--- src/sv/qpd_pkg.sv ---
// ============================================================================
// qpd_pkg: shared types and constants of the quoted-printable decoder
// Item layouts for both channels, escape state codes and character codes.
// ============================================================================
package qpd_pkg;

    // Most results that one input item can cause.
    localparam int MAX_RES = 3;
    localparam int CNT_W   = $clog2(MAX_RES + 1);
    localparam int IDX_W   = $clog2(MAX_RES);

    // Character codes used by the decoder.
    localparam logic [7:0] C_EQ    = 8'h3D;  // '='
    localparam logic [7:0] C_BANG  = 8'h21;  // '!'
    localparam logic [7:0] C_TILDE = 8'h7E;  // '~'
    localparam logic [7:0] C_CR    = 8'h0D;
    localparam logic [7:0] C_LF    = 8'h0A;

    // Escape state between items.
    typedef enum logic [1:0] {
        MODE_TEXT = 2'd0,  // normal text
        MODE_EQ   = 2'd1,  // "=" seen
        MODE_HEX  = 2'd2,  // "=" and one hex digit seen
        MODE_CR   = 2'd3   // "=" and CR seen
    } t_mode;

    // One encoded input item.
    typedef struct packed {
        logic [7:0] in_byte;
        logic       last;
    } t_in;

    // One decoded result item.
    typedef struct packed {
        logic [7:0] out_byte;
        logic       has_byte;
        logic       run_last;
        logic       stream_end;
    } t_out;

    typedef t_out [MAX_RES-1:0] t_res_list;

    // All results of one input item, oldest in slot 0.
    typedef struct packed {
        logic [CNT_W-1:0] cnt;
        t_res_list        res;
    } t_batch;

endpackage

--- src/sv/qpd_stream_if.sv ---
// ============================================================================
// qpd_stream_if: valid/ready channel
// Carries one item per handshake; the payload type is set per instance.
// ============================================================================
interface qpd_stream_if #(
    parameter type T_PAYLOAD = logic
);
    logic     valid;
    logic     ready;
    T_PAYLOAD data;

    modport source (output valid, output data, input ready);
    modport sink   (input valid, input data, output ready);
endinterface

--- src/sv/qpd_decode.sv ---
// ============================================================================
// qpd_decode: escape decoder for one encoded byte
// Maps the byte, the end flag and the escape state to the list of result
// items and the next escape state.
// ============================================================================
module qpd_decode (
    input  qpd_pkg::t_in   i_item,
    input  qpd_pkg::t_mode i_mode,
    input  logic [7:0]     i_held,
    output qpd_pkg::t_batch o_batch,
    output qpd_pkg::t_mode o_mode,
    output logic [7:0]     o_held
);
    import qpd_pkg::*;

    function automatic logic is_hex(input logic [7:0] c);
        return c inside {[8'h30:8'h39], [8'h41:8'h46], [8'h61:8'h66]};
    endfunction

    // Only called on hex digits; letters of either case share the low nibble.
    function automatic logic [3:0] hex_val(input logic [7:0] c);
        if (c <= 8'h39) begin
            return c[3:0];
        end
        return c[3:0] + 4'd9;
    endfunction

    logic [7:0]       c;
    logic             c_pass;
    logic [CNT_W-1:0] n;
    t_res_list        res;
    t_mode            nmode;
    logic [7:0]       nheld;

    assign c      = i_item.in_byte;
    assign c_pass = (c >= C_BANG) && (c <= C_TILDE) && (c != C_EQ);

    always_comb begin
        n     = '0;
        res   = '0;
        nmode = MODE_TEXT;
        nheld = i_held;

        case (i_mode)
            MODE_TEXT: begin
                if (c == C_EQ) begin
                    nmode = MODE_EQ;
                end else if (c_pass) begin
                    res[n[IDX_W-1:0]] = '{out_byte: c, has_byte: 1'b1, default: 1'b0};
                    n = n + 1'b1;
                end
            end
            MODE_EQ: begin
                if (is_hex(c)) begin
                    nheld = c;
                    nmode = MODE_HEX;
                end else if (c == C_CR) begin
                    nmode = MODE_CR;
                end else if (c_pass) begin
                    res[0] = '{out_byte: C_EQ, has_byte: 1'b1, default: 1'b0};
                    res[1] = '{out_byte: c, has_byte: 1'b1, default: 1'b0};
                    n = 2'd2;
                end
                // A line feed is a soft break; anything else is dropped.
            end
            MODE_HEX: begin
                if (is_hex(c)) begin
                    res[0] = '{out_byte: {hex_val(i_held), hex_val(c)}, has_byte: 1'b1,
                               default: 1'b0};
                    n = 2'd1;
                end else begin
                    // Broken pair: give "=" and the digit, then treat this byte as text.
                    res[0] = '{out_byte: C_EQ, has_byte: 1'b1, default: 1'b0};
                    res[1] = '{out_byte: i_held, has_byte: 1'b1, default: 1'b0};
                    n = 2'd2;
                    if (c == C_EQ) begin
                        nmode = MODE_EQ;
                    end else if (c_pass) begin
                        res[2] = '{out_byte: c, has_byte: 1'b1, default: 1'b0};
                        n = 2'd3;
                    end
                end
            end
            MODE_CR: begin
                if (c != C_LF) begin
                    if (c == C_EQ) begin
                        nmode = MODE_EQ;
                    end else if (c_pass) begin
                        res[0] = '{out_byte: c, has_byte: 1'b1, default: 1'b0};
                        n = 2'd1;
                    end
                end
            end
            default: begin
                nmode = MODE_TEXT;
            end
        endcase

        if (i_item.last) begin
            // A pending hex digit is flushed as "=" and the digit.
            if (nmode == MODE_HEX) begin
                res[n[IDX_W-1:0]] = '{out_byte: C_EQ, has_byte: 1'b1, default: 1'b0};
                n = n + 1'b1;
                res[n[IDX_W-1:0]] = '{out_byte: nheld, has_byte: 1'b1, default: 1'b0};
                n = n + 1'b1;
            end
            nmode = MODE_TEXT;
            nheld = '0;
            if (n == '0) begin
                res[0] = '0;
                n = 2'd1;
            end
        end

        if (n != '0) begin
            res[n[IDX_W-1:0] - 1'b1].run_last   = 1'b1;
            res[n[IDX_W-1:0] - 1'b1].stream_end = i_item.last;
        end
    end

    assign o_batch = '{cnt: n, res: res};
    assign o_mode  = nmode;
    assign o_held  = nheld;

endmodule

--- src/sv/qpd_outbuf.sv ---
// ============================================================================
// qpd_outbuf: result buffer and output register
// Holds the results of one input item and hands them out one per cycle while the output is ready.
// ============================================================================
module qpd_outbuf (
    input  logic            i_clk,
    input  logic            i_rst_n,
    input  logic            i_load,
    input  qpd_pkg::t_batch i_batch,
    input  logic            i_out_ready,
    output logic            o_out_valid,
    output qpd_pkg::t_out   o_out_data,
    output logic            o_load_ok
);
    import qpd_pkg::*;

    t_res_list        r_buf;
    logic [CNT_W-1:0] r_cnt;
    logic             pop;

    assign pop         = (r_cnt != '0) && i_out_ready;
    assign o_out_valid = (r_cnt != '0);
    assign o_out_data  = r_buf[0];
    // A new batch may enter when the buffer is empty or its last item leaves now.
    assign o_load_ok   = (r_cnt == '0) || ((r_cnt == CNT_W'(1)) && i_out_ready);

    always_ff @(posedge i_clk) begin
        if (!i_rst_n) begin
            r_cnt <= '0;
        end else if (i_load) begin
            r_cnt <= i_batch.cnt;
        end else if (pop) begin
            r_cnt <= r_cnt - 1'b1;
        end
    end

    always_ff @(posedge i_clk) begin
        if (i_load) begin
            r_buf <= i_batch.res;
        end else if (pop) begin
            for (int i = 0; i < MAX_RES - 1; i++) begin
                r_buf[i] <= r_buf[i+1];
            end
        end
    end

endmodule

--- src/sv/quoted_printable_decoder.sv ---
// ============================================================================
// quoted_printable_decoder: tolerant quoted-printable byte decoder
// Turns an encoded byte stream into decoded bytes, one encoded byte per item.
// ============================================================================
//
//   Channel  Role    Item                         Handshake
//   -------  ------  ---------------------------  -----------------
//   i_in     sink    in_byte, last                valid/ready
//   o_out    source  out_byte, has_byte,          valid/ready
//                    run_last, stream_end
//
// An input item is decoded in the cycle it is accepted and its results
// appear at the output in the next cycle. The three-slot result buffer
// drains one result per cycle while the output is ready, and the input
// is held until the last buffered result of an item leaves; the next item
// can be taken in the cycle that result leaves. Reset is synchronous and
// active low; it empties the buffer and returns the escape state to normal
// text. Stalls on the output hold the current result and the input waits.
//
// Decoding rules: "=" and two hex digits give one byte; "=" and CR LF or
// LF is a soft break; "=" and any other visible character but "=" give both
// characters; visible characters (21h to 7Eh) other than "=" pass; all other
// bytes are dropped. A broken hex pair gives "=" and the first digit, and the
// breaking byte is then decoded as text. The last item of a stream flushes
// a pending digit, clears the escape state and always tags its final
// result with stream_end, adding a bare marker result if it gave none.
// ============================================================================
module quoted_printable_decoder (
    input  logic          i_clk,
    input  logic          i_rst_n,
    qpd_stream_if.sink    i_in,
    qpd_stream_if.source  o_out
);
    import qpd_pkg::*;

    // Escape state carried between items.
    t_mode      r_mode;
    logic [7:0] r_held;

    t_mode      n_mode;
    logic [7:0] n_held;
    t_batch     batch;
    logic       load_ok;
    logic       accept;

    assign accept     = i_in.valid && load_ok;
    assign i_in.ready = load_ok;

    qpd_decode u_decode (
        .i_item  (i_in.data),
        .i_mode  (r_mode),
        .i_held  (r_held),
        .o_batch (batch),
        .o_mode  (n_mode),
        .o_held  (n_held)
    );

    always_ff @(posedge i_clk) begin
        if (!i_rst_n) begin
            r_mode <= MODE_TEXT;
            r_held <= '0;
        end else if (accept) begin
            r_mode <= n_mode;
            r_held <= n_held;
        end
    end

    // Results of the accepted item go to the buffer, which also serves
    // as the output register.
    qpd_outbuf u_outbuf (
        .i_clk       (i_clk),
        .i_rst_n     (i_rst_n),
        .i_load      (accept),
        .i_batch     (batch),
        .i_out_ready (o_out.ready),
        .o_out_valid (o_out.valid),
        .o_out_data  (o_out.data),
        .o_load_ok   (load_ok)
    );

endmodule

--- src/flat_wrapper.sv ---
// flat-port wrapper written by rule: the top's interface ports become plain ports
module quoted_printable_decoder_flat import qpd_pkg::*;
  (i_clk, i_rst_n, i_in_valid, i_in_data, i_in_ready, o_out_valid, o_out_data, o_out_ready);
  qpd_stream_if i_in_i ();
  qpd_stream_if o_out_i ();
  input  logic i_clk;
  input  logic i_rst_n;
  input wire logic [$bits(i_in_i.valid)-1:0] i_in_valid;
  input wire logic [$bits(i_in_i.data)-1:0] i_in_data;
  output wire logic [$bits(i_in_i.ready)-1:0] i_in_ready;
  output wire logic [$bits(o_out_i.valid)-1:0] o_out_valid;
  output wire logic [$bits(o_out_i.data)-1:0] o_out_data;
  input wire logic [$bits(o_out_i.ready)-1:0] o_out_ready;
  assign i_in_i.valid = i_in_valid;
  assign i_in_i.data = i_in_data;
  assign i_in_ready = i_in_i.ready;
  assign o_out_valid = o_out_i.valid;
  assign o_out_data = o_out_i.data;
  assign o_out_i.ready = o_out_ready;
  quoted_printable_decoder u_core (.i_clk(i_clk), .i_rst_n(i_rst_n), .i_in(i_in_i), .o_out(o_out_i));
endmodule
--- config.mk ---
export PLATFORM = sky130hd
export DESIGN_NAME = quoted_printable_decoder_flat
export DESIGN_NICKNAME = d
export VERILOG_FILES = /design/src/sv/qpd_pkg.sv /design/src/sv/qpd_stream_if.sv /design/src/sv/qpd_decode.sv /design/src/sv/qpd_outbuf.sv /design/src/sv/quoted_printable_decoder.sv /design/src/flat_wrapper.sv
export SDC_FILE = /design/constraint.sdc
export NUM_CORES = 1
export LEC_CHECK = 0
export BUFFER_PORTS_ARGS = -buffer_cell sky130_fd_sc_hd__clkbuf_2
export CAP_MARGIN = 40
export CELL_PAD_IN_SITES_DETAIL_PLACEMENT = 0
export CELL_PAD_IN_SITES_GLOBAL_PLACEMENT = 1
export CORE_AREA = 5 5 42 44
export CTS_BUF_LIST = sky130_fd_sc_hd__clkbuf_8
export CTS_CLUSTER_DIAMETER = 60
export CTS_CLUSTER_SIZE = 25
export DETAILED_ROUTE_END_ITERATION = 10
export DIE_AREA = 0 0 47 49
export PLACE_DENSITY = 0.51
export SYNTH_ARGS = -nofsm -noshare
export SYNTH_HDL_FRONTEND = slang
export SYNTH_SLANG_ARGS = --single-unit
--- constraint.sdc ---
create_clock -name i_clk -period 3.4 [get_ports i_clk]
set_input_delay 0.51 -clock i_clk [delete_from_list [all_inputs] [get_ports i_clk]]
set_output_delay 0.51 -clock i_clk [all_outputs]
set_load 0.02 [all_outputs]
**After elaboration in Yosys (flattened, before gate mapping)**

Cells that the tools add are included.

- Bits in registers: 27
- Latch bits: 0
- Memory bits (writable): 0
- Bits in read-only memories: 0
- Input port bits: 5
- Word-level logic and storage cells: 74
- Memories kept: 0

- $add $sub $neg: 4
- $mul: 0
- Div/mod/pow operators: 0
- Order comparisons: 6
- Equal/unequal tests: 5
- Shifts and indexed selects: 0
- Multiplexer cells: 27
- Bitwise logic cells: 6
- Reductions and logical operators: 15

Operator list:

| cell | count |
|---|---|
| 2-to-1 mux 33 bit | 3 |
| demux 11 bit (select 2 bit) | 4 |
| bitwise mux 33 bit | 2 |
| 2-to-1 mux 22 bit | 2 |
| 2-to-1 mux 11 bit | 3 |
| bitwise AND 30 bit | 1 |
| inverter 30 bit | 1 |
| one-hot mux 11 bit (2 select lines) | 1 |
| 2-to-1 mux 2 bit | 9 |
| OR 12 x 18 -> 18 bit | 1 |
| bitwise AND 7 x 15 -> 15 bit | 1 |
| inverter 15 bit | 1 |
| less-than comparator 2 x 3 -> 1 bit (second input constant) | 3 |
| == test 2 bit (second input constant) | 3 |
| >= comparator 2 x 1 -> 1 bit (second input constant) | 3 |
| logical AND 1 bit | 6 |
| zero test 2 bit | 3 |
| nonzero test 2 bit | 3 |
| adder 2 x 1 -> 2 bit (second input constant) | 2 |
| == test 2 x 1 -> 1 bit (second input constant) | 2 |
| one-hot mux 2 bit (2 select lines) | 1 |
| OR reduction 4 bit | 1 |
| subtractor 2 x 1 -> 2 bit (second input constant) | 2 |
| 2-to-1 mux 3 bit | 1 |
| other kinds (4) | 4 |

**Depth between registers and ports, before layout**

Gate-level depths: netlist (run 1).

- Depth in word-level cells: 19
- Depth in mapped cells: 5
- Depth with buffers taken out: 5

**Hierarchy**

A second synthesis (run 1) with hierarchy kept.

- Cell total of the unflattened synthesis: 319
- Area, all modules: 3249.4 µm²

Modules (own cells, without submodules):

| module | instances | cells each | area an instance (µm²) |
|---|---|---|---|
| qpd_outbuf | 1 | 88 | 1586.5 |
| qpd_decode | 1 | 184 | 1226.2 |
| quoted_printable_decoder | 1 | 47 | 436.7 |

**Least setup slack after synthesis (run 1)**

OpenSTA, ideal clock, no wires.

- Kind: flip-flop to output port
- Start: reg u_core.u_outbuf.r_cnt[0]
- End: out i_in_ready
- Arrival: 1.010 ns
- Required time: 2.890 ns
- Slack: 1.880 ns
- Stages on the path, launching flop included: 5
- Cell sequence: dfxtp_1 -> inv_1 -> ha_1 -> inv_1 -> nand2_1

- Cells in the longest elaborated chain, start to end: 3
- Elaborated cells on any way between the ends: 4
- Those cells by class: eq/ne (1); reduce/logical (3)

RTL lines:

| item | RTL line | text |
|---|---|---|
| start, declared | qpd_outbuf.sv:18 | `logic [CNT_W-1:0] r_cnt;` |
| start signal, assigned | qpd_outbuf.sv:31 | `r_cnt <= i_batch.cnt;` |
| start signal, assigned | qpd_outbuf.sv:33 | `r_cnt <= r_cnt - 1'b1;` |
| == test 2 x 1 -> 1 bit | qpd_outbuf.sv:25 | `assign o_load_ok = (r_cnt == '0) \|\| ((r_cnt == CNT_W'(1)) && i_out_ready);` |
| logical AND 1 bit | qpd_outbuf.sv:25 |  |
| logical OR 1 bit * | qpd_outbuf.sv:25 |  |
| end, declared | flat_wrapper.sv:10 | `output wire logic [$bits(i_in_i.ready)-1:0] i_in_ready;` |

Mark *: on every way between the ends. The rest lies on a longest branch, timed or not.

**Worst setup path in the final report (run 1)**

Ends and elaborated chain as after synthesis.

==> results of run 1 <==
==> report_power, final <==
part	switching, µW	total, µW	internal, µW	leakage [µW]
Sequential	3.81	48.1	44.3	0.0000266
Clock	24.2	101	76.9	0.0000269
Combinational	35.0	57.7	22.8	0.0000903
==> logic make-up after synthesis <==
kind of cell / share of synthesized area (%)
xor+xnor: 4.40
buf+inv: 5.66
fa+ha+maj: 12.6
flops: 35.2
simple gates: 28.9
compound gates: 13.2
==> worst max-delay path: cells and delay by family, from the launching register on <==
| kind | cells | cell delay [ns] |
|---|---|---|
| DFF | 1 | 0.38 |
| buffers and inverters | 3 | 0.35 |
| adders and majority gates | 1 | 0.22 |
| and+or+nand+nor | 1 | 0.08 |
==> metal layers <==
metal,up-vias,global-route usage (%),part of all wire (%)
li1,104,-,-
met3,0,3.69,11
met5,-,0,0
met1,88,6.39,51
met4,0,5.53,0
met2,8,6.56,38
==> cell usage after synthesis <==
library cell,number,area [µm²]
ha_1,2,25.0
inv_1,3,11.3
nand3_1,1,5.00
nand2b_1,1,6.26
dfxtp_1,2,40.0
o21ai_0,1,5.00
a211oi_1,1,7.51
xnor2_1,1,8.76
or3b_1,1,8.76
nand4_1,1,6.26
edfxtp_1,1,30.0
o22ai_1,1,6.26
and3_1,2,12.5
nand2_1,5,18.8
a21boi_1,1,7.51
==> layout make-up <==
cell class	count	area, µm²	area share [%]
repair buffers	7	35.0	11.7
flip-flops and latches	3	70.1	23.4
inverters	3	11.3	3.77
clock buffers	3	41.3	13.8
well taps	16	20.0	6.69
clock inverters	1	3.75	1.26
multi-input cells	18	118	39.3
==> worst paths after layout <==
check	cells past startpoint	to
worst min-delay path	2	u_core.u_outbuf.r_cnt[1]
worst min register to register	2	u_core.u_outbuf.r_cnt[1]
worst max register to register	5	u_core.u_outbuf.r_cnt[1]
worst max-delay path	5	i_in_ready
==> metrics by stage <==
step	setup WS [ns]	instances	total power, µW
2_1_floorplan	1.88	24	88.7
3_3_place_gp	1.85	47	108
3_5_place_dp	1.90	47	106
4_1_cts	1.64	51	212
5_1_grt	1.54	51	225
6_report	1.66	51	207
==> state kept, by name, indices dropped and copies added (netlist names) <==
name / flops
u_core.u_outbuf.o_out_data: 1
u_core.u_outbuf.r_cnt: 2
==> metrics, run 1 <==
worst vdd ir 0.166 mV; Area after DPL 254 µm²; post-synthesis register bit count 3; Hold Crit Start u_core.u_outbuf.r_cnt[1]; num ports 8; Final Slew Violations 0; Synth warnings 0; CTS resizes 0; Rows 14; final hold slack 0.459 ns; Routed Antenna Nets 0; layout cells sized above 1 28.6%; synthesized area 199 µm²; Avg Synthesized Cell Area 8.29 µm²; Clk Latency, worst-skew pair 0.21 ns; Crit-path slowest cell dfxtp_1; crit path launch u_core.u_outbuf.r_cnt[0]; vias in the first global route 230; leakage 0.000144 µW; core area 1400 µm²; Post-Route WL 453 µm; Post-Syn Instances 24; CTS root buf clkbuf_8; Peak Freq 574 MHz; final setup violation count 0; H-tree Lvls 1; clock sinks 3; Layout area overhead 50.3%; worst r2r src u_core.u_outbuf.r_cnt[0]; Die Height 49 µm; Required @ worst endpoint 2.89 ns; CTS tree yes; WP data arrival 1.23 ns; post-synthesis net count 31; CP Cell Sequence inv_1 -> ha_1 -> inv_1 -> nand2_1 -> clkbuf_2; max_slew headroom 89.1%; commonest non-fill, non-tap cell in the layout clkbuf_2; fin nets 43; RSZ-0062 raised after global routing no; synth unique cells 15; first-pass GRT wire length 890 µm; Clock Skews 0.000147 ns; DR vias/cell 3.92; reg2reg setup slack 1.99 ns; pin count of the biggest net entering global routing 6; vias 200; GPL Wtd Cong 0.708; Die ar. 2300 µm²; Clock Pin Slew Worst Setup and Hold Paths 0.03 ns; Max-Cap Viols 0; Port Buf Inserts 7; Worst-Margin Slew 0.162 ns; commonest cells after routing, fill and taps aside clkbuf_2, nand2_1, inv_1, clkbuf_8; Worst Hold Class register to register; DRC 0; post-layout util 21.3%; register area share after synthesis 35.2%; DR WL/cell 8.88 µm; critical-path maximum fanout 4; Setup CP Type register to output pin; post-route design area 299 µm²; setup TNS 0 ns; DR iter-0 viols 7; DRT Pass-1 Iters 2; Worst path max stage delay 0.38 ns; Detailed Place HPWL 353 µm; crit share post-route 51.3%; status complete, no violations; Power Dens Cells 692 nW/µm²; Num CTS Buffers 3; Die Width 47 µm; most used cell, CP inv_1; crit path launch type register; fin crit period 1.74 ns; Post-CTS Setup Inserts 0; CTS Hold Bufs 0; Ant. Diodes 0; Clock Path Buffers 2; crit end category output pin; FILL cells 163; GRT Util Overall 5.64%; gr ovfl total 0; final hold violations 0; starting density of the core 14.2%; initial antenna violation count 0
(Power assumes the default switching activity.)
==> inputs of run 2 (changes only) <==
- ABC_AREA: default -> 1
- clock period: 3.4 -> 1.69 ns (I/O delays scaled with it)
==> run 2 against run 1 <==
Worst hold slack lost 0.17 ns; sequential power grew to 2.7 times the previous value; clock power grew 96%; power grew to 3.0 times the previous value; register-to-register slack lost 1.5 ns; design area shrank 4.2%; clock-buffer cell count is the same; sequential share of layout area grew 1.0 points; flip-flop and latch count is the same; core utilization shrank 0.89 points; die area is the same.
==> metrics, run 2 <==
status complete, no violations (unchanged); Rows 14 (unchanged); Routed Antenna Nets 0 (unchanged); post-route design area 287 µm² (was 299 µm²); first-pass GRT wire length 648 µm (was 890 µm); Area after DPL 241 µm² (was 254 µm²); Crit-path slowest cell dfxtp_1 (unchanged); fin nets 44 (was 43); RSZ-0062 raised after global routing no (unchanged); Area contributors post-synth dfxtp_1, edfxtp_1, ha_1 (unchanged); DR vias/cell 3.50 (was 3.92); final setup violation count 0 (unchanged); Detailed Place HPWL 329 µm (was 353 µm); Die Height 49 µm (unchanged); Max Used Layer met3 (unchanged); DRC 0 (unchanged); Avg Synthesized Cell Area 7.46 µm² (was 8.29 µm²); Clock Path Buffers 2 (unchanged); post-synthesis register bit count 3 (unchanged); commonest cells after routing, fill and taps aside clkbuf_2, nand2_1, inv_1, clkbuf_8 (unchanged); Post-Syn Instances 25 (was 24); Post-CTS Setup Inserts 0 (unchanged); met2 WL 154 µm (was 171 µm); DR WL/cell 7.88 µm (was 8.88 µm); register area share after synthesis 37.6% (was 35.2%); max reg flops 2 (unchanged); leakage 0.000154 µW (was 0.000144 µW); Clk Latency, worst-skew pair 0.21 ns (about the same); critical-path maximum fanout 4 (unchanged); vias in the first global route 169 (was 230); crit share post-route 84.3%; Port Buf Inserts 7 (unchanged); starting density of the core 13.3% (was 14.2%); CTS root buf clkbuf_8 (unchanged); DR iter-0 viols 2 (was 7); final hold violations 0 (unchanged); initial antenna violation count 0 (unchanged); Final Slew Violations 0 (unchanged); fin crit period 1.43 ns; Clock Pin Slew Worst Setup and Hold Paths 0.03 ns (about the same); Yosys top cell area share 21.5% (was 20.1%); Num CTS Buffers 3 (unchanged); asr flop ratio synth 0% (unchanged); Setup CP Type register to output pin (unchanged); Worst Hold Class input pin to register (was register to register); WP data arrival 1.17 ns (was 1.23 ns); worst vdd ir 0.391 mV (was 0.166 mV); GRT Util Overall 4.51% (was 5.64%); CP bufs+invs 3 (unchanged); Clock Skews 0.000231 ns (was 0.000147 ns); DRT Pass-1 Iters 4 (was 2); Die Width 47 µm (unchanged); vias 182 (was 200); Die ar. 2300 µm² (unchanged); core area 1400 µm² (unchanged); Peak Freq 702 MHz; num ports 8 (unchanged); reg2reg setup slack 0.46 ns (was 1.99 ns); Required @ worst endpoint 1.44 ns (was 2.89 ns); commonest non-fill, non-tap cell in the layout clkbuf_2 (unchanged); pin count of the biggest net entering global routing 6 (unchanged); Worst path max stage delay 0.37 ns (was 0.38 ns); Main synth FF type dfxtp_1 (unchanged); crit path launch type register (unchanged); Max-Cap Viols 0 (unchanged); max_slew headroom 90.2% (was 89.1%); synth unique cells 12 (was 15); post-synth top area cell dfxtp_1 (unchanged); CTS Hold Bufs 0 (unchanged); Largest delay share family, worst path flip-flops (unchanged); routed metal-1 wirelength 176 µm (was 233 µm); count leader, synth nand2_1 (unchanged); H-tree Lvls 1 (unchanged); post-synthesis net count 32 (was 31); CTS resizes 0 (unchanged); Worst-Margin Slew 0.147 ns (was 0.162 ns); Inst Count DP 48 (was 47); metal3 WL 78 µm (was 48 µm); Power Dens Cells 2190 nW/µm² (was 692 nW/µm²); setup TNS 0 ns (unchanged); Post-synth EDFFs 1 (unchanged); gr ovfl total 0 (unchanged); synth cell count leaders nand2_1, inv_1 (was nand2_1, inv_1, and3_1, dfxtp_1, ha_1); Synth warnings 0 (unchanged); Final Non-Filler Cells 52 (was 51); CP Cell Sequence inv_1 -> ha_1 -> inv_2 -> nand2_4 -> clkbuf_2 (was inv_1 -> ha_1 -> inv_1 -> nand2_1 -> clkbuf_2); CTS tree yes (unchanged); Post-Route WL 410 µm (was 453 µm); Layout area overhead 53.7% (was 50.3%); GPL Wtd Cong 0.577 (was 0.708); crit end category output pin (unchanged); clock sinks 3 (unchanged); post-layout util 20.4% (was 21.3%); Ant. Diodes 0 (unchanged); layout cells sized above 1 36.1% (was 28.6%); synthesized area 186 µm² (was 199 µm²); Largest Register u_core.u_outbuf.r_cnt (unchanged)
## run 2: cell types whose count changed after synthesis, sizes merged, moves of 2 or more
cell and change:
inv +2, and3 -2, nand2 +3, nor2 +2, a21oi +2
## run 2: report_power, final
| part | total (µW) | leakage, µW | switching (µW) | internal, µW |
|---|---|---|---|---|
| combinational | 297 | 0.000100 | 193 | 104 |
| clock | 198 | 0.0000269 | 43.9 | 154 |
| sequential | 131 | 0.0000267 | 19.7 | 112 |
## run 2: final cells by class
class	count	area, µm²
Tap cell	16	20.0
Inverter	5	18.8
Multi-Input combinational cell	17	97.6
Clock buffer	3	41.3
Fill cell	165	1110
Sequential cell	3	70.1
Timing Repair Buffer	7	35.0
Clock inverter	1	3.75
## run 2: worst paths after layout
kind	from	endpoint	cells past startpoint
max reg2reg	u_core.u_outbuf.r_cnt[0]	u_core.u_outbuf.r_cnt[0]	8
min reg2reg	u_core.u_outbuf.r_cnt[1]	u_core.u_outbuf.r_cnt[1]	2
max	u_core.u_outbuf.r_cnt[0]	i_in_ready	5
min	i_rst_n	u_core.u_outbuf.r_cnt[0]	3
## run 2: cells by family after synthesis
family	after synthesis	share of synthesized area [%]
AO/OA/AOI/OAI	4	10.7
adder cells (fa/ha/maj)	2	13.4
buffers and inverters	5	10.1
flip-flops	3	37.6
AND/OR/NAND/NOR	11	28.2
## run 2: metal layers
metal	track usage [%]	vias to the layer above
li1	-	98
met1	4.62	76
met2	4.52	8
met3	7.38	0
met4	1.38	0
met5	0	-
## run 2: worst reg2reg max path: cells and delay by family, from the launching register on
kind	cells	cell delay [ns]
flip-flops	1	0.37
adder cells (fa/ha/maj)	1	0.22
buffers and inverters	2	0.15
AND/OR/NAND/NOR	5	0.37
## run 2: stage by stage
stage,hold slack [ns],power [µW],setup slack (ns)
2_1_floorplan,0.395,354,0.484
3_3_place_gp,0.510,435,0.471
3_5_place_dp,0.508,435,0.464
4_1_cts,0.283,642,0.249
5_1_grt,0.309,690,0.184
6_report,0.287,627,0.265
==> inputs of run 3 (changes only) <==
- clock period: 1.69 -> 1.4 ns (I/O delays scaled with it)
==> run 3 against run 2 <==
First-iteration DRC count grew 100%; clock-buffer cell count is the same; highest routed layer unchanged; critical endpoint unchanged; sequential share of layout area grew 0.33 points; flip-flop and latch count is the same.
==> metrics, run 3 (synthesis gave the netlist of run 2 again) <==
status complete, no violations (unchanged); clock sinks 3 (unchanged); critical-path maximum fanout 4 (unchanged); Peak Freq 759 MHz; Final Worst Setup Slack 0.0826 ns (was 0.265 ns); max_slew headroom 92.0% (was 90.2%); Worst Hold Class input pin to register (unchanged); Final Non-Filler Cells 52 (unchanged); Max Used Layer met3 (unchanged); Largest Register u_core.u_outbuf.r_cnt (unchanged); layout cells sized above 1 38.9% (was 36.1%); worst vdd ir 0.537 mV (was 0.391 mV); Max-Cap Viols 0 (unchanged); vias 180 (was 182); starting density of the core 13.3% (unchanged); GPL Wtd Cong 0.632 (was 0.577); final hold violations 0 (unchanged); Routed Antenna Nets 0 (unchanged); met2 WL 135 µm (was 154 µm); Post-Route WL 391 µm (was 410 µm); commonest non-fill, non-tap cell in the layout clkbuf_2 (unchanged); max reg flops 2 (unchanged); routed metal-1 wirelength 181 µm (was 176 µm); DRC 0 (unchanged); Num CTS Buffers 3 (unchanged); post-layout util 20.5% (was 20.4%); pin count of the biggest net entering global routing 6 (unchanged); crit end category output pin (unchanged); DRT Pass-1 Iters 3 (was 4); Placement Setup Slack 0.189 ns (was 0.464 ns); Inst Count DP 48 (unchanged); Die ar. 2300 µm² (unchanged); Detailed Place HPWL 319 µm (was 329 µm); setup TNS 0 ns (unchanged); RSZ-0062 raised after global routing no (unchanged); DR vias/cell 3.46 (was 3.50); Clock Pin Slew Worst Setup and Hold Paths 0.03 ns (about the same); Clock Skews 0.000107 ns (was 0.000231 ns); num ports 8 (unchanged); Die Width 47 µm (unchanged); leakage 0.000154 µW (about the same); Final Slew Violations 0 (unchanged); WP data arrival 1.11 ns (was 1.17 ns); initial antenna violation count 0 (unchanged); vias in the first global route 153 (was 169); H-tree Lvls 1 (unchanged); DR iter-0 viols 4 (was 2); commonest cells after routing, fill and taps aside clkbuf_2, nand2_1, inv_1, clkbuf_8 (unchanged); Clock Path Buffers 2 (unchanged); Power Dens Cells 2630 nW/µm² (was 2190 nW/µm²); core area 1400 µm² (unchanged); fin nets 44 (unchanged); crit path launch type register (unchanged); CTS tree yes (unchanged); Die Height 49 µm (unchanged); crit share post-route 94.1%; first-pass GRT wire length 593 µm (was 648 µm); Rows 14 (unchanged); final setup violation count 0 (unchanged); Worst-Margin Slew 0.121 ns (was 0.147 ns); Setup CP Type register to output pin (unchanged); fin crit period 1.32 ns; DR WL/cell 7.52 µm (was 7.88 µm); Required @ worst endpoint 1.19 ns (was 1.44 ns); gr ovfl total 0 (unchanged); GRT Util Overall 4.08% (was 4.51%); metal3 WL 74 µm (was 78 µm); final hold slack 0.244 ns (was 0.287 ns); Port Buf Inserts 7 (unchanged); CTS Hold Bufs 0 (unchanged); Clk Latency, worst-skew pair 0.21 ns (about the same); Layout area overhead 54.4% (was 53.7%); CTS root buf clkbuf_8 (unchanged); Ant. Diodes 0 (unchanged)
-- run 3: cell counts in the layout (fill, tap and decap cells not counted) --
Identical to the previous run, type by type.
-- run 3: final cells by class --
| class | instances | area (µm²) |
|---|---|---|
| Fill cell | 174 | 1110 |
| Inverter | 5 | 18.8 |
| Timing Repair Buffer | 7 | 35.0 |
| Clock buffer | 3 | 41.3 |
| Sequential cell | 3 | 71.3 |
| Multi-Input combinational cell | 17 | 97.6 |
| Tap cell | 16 | 20.0 |
| Clock inverter | 1 | 3.75 |
-- run 3: report_power, final --
part           switching [µW]  internal, µW
Combinational             231           125
Clock                    54.0           186
Sequential               21.8           138
Total                     307           450
-- run 3: per-stage QoR --
stage               total power, µW  area (µm²)
finish                          756         288
CTS                             769         287
global route                    828         288
global placement                529         241
floorplan                       428         186
detailed placement              519         241
-- run 3: path summary, 6_finish.rpt --
kind | from | end | slack (ns) | depth (start not counted)
min | i_rst_n | u_core.u_outbuf.r_cnt[0] | 0.24 | 3
max reg2reg | u_core.u_outbuf.r_cnt[0] | u_core.u_outbuf.r_cnt[0] | 0.23 | 8
max | u_core.u_outbuf.r_cnt[0] | i_in_ready | 0.08 | 5
min reg2reg | u_core.u_outbuf.r_cnt[1] | u_core.u_outbuf.r_cnt[1] | 0.51 | 2
-- run 3: repair_timing --
item,in CTS,in global routing
resized for setup,0,1
setup endpoints to repair,0,1
setup buffers,0,0
-- run 3: worst max-delay path: stages, from the launching register on --
cell      delay, ns
dfxtp_2        0.34
inv_1          0.05
ha_1           0.21
inv_2          0.09
nand2_4        0.06
clkbuf_2       0.15
-- run 3: per-layer routing --
layer	vias up	global-route usage (%)
li1	99	-
met1	73	4.62
met3	0	5.90
met5	-	0
met2	8	4.07
met4	0	1.38
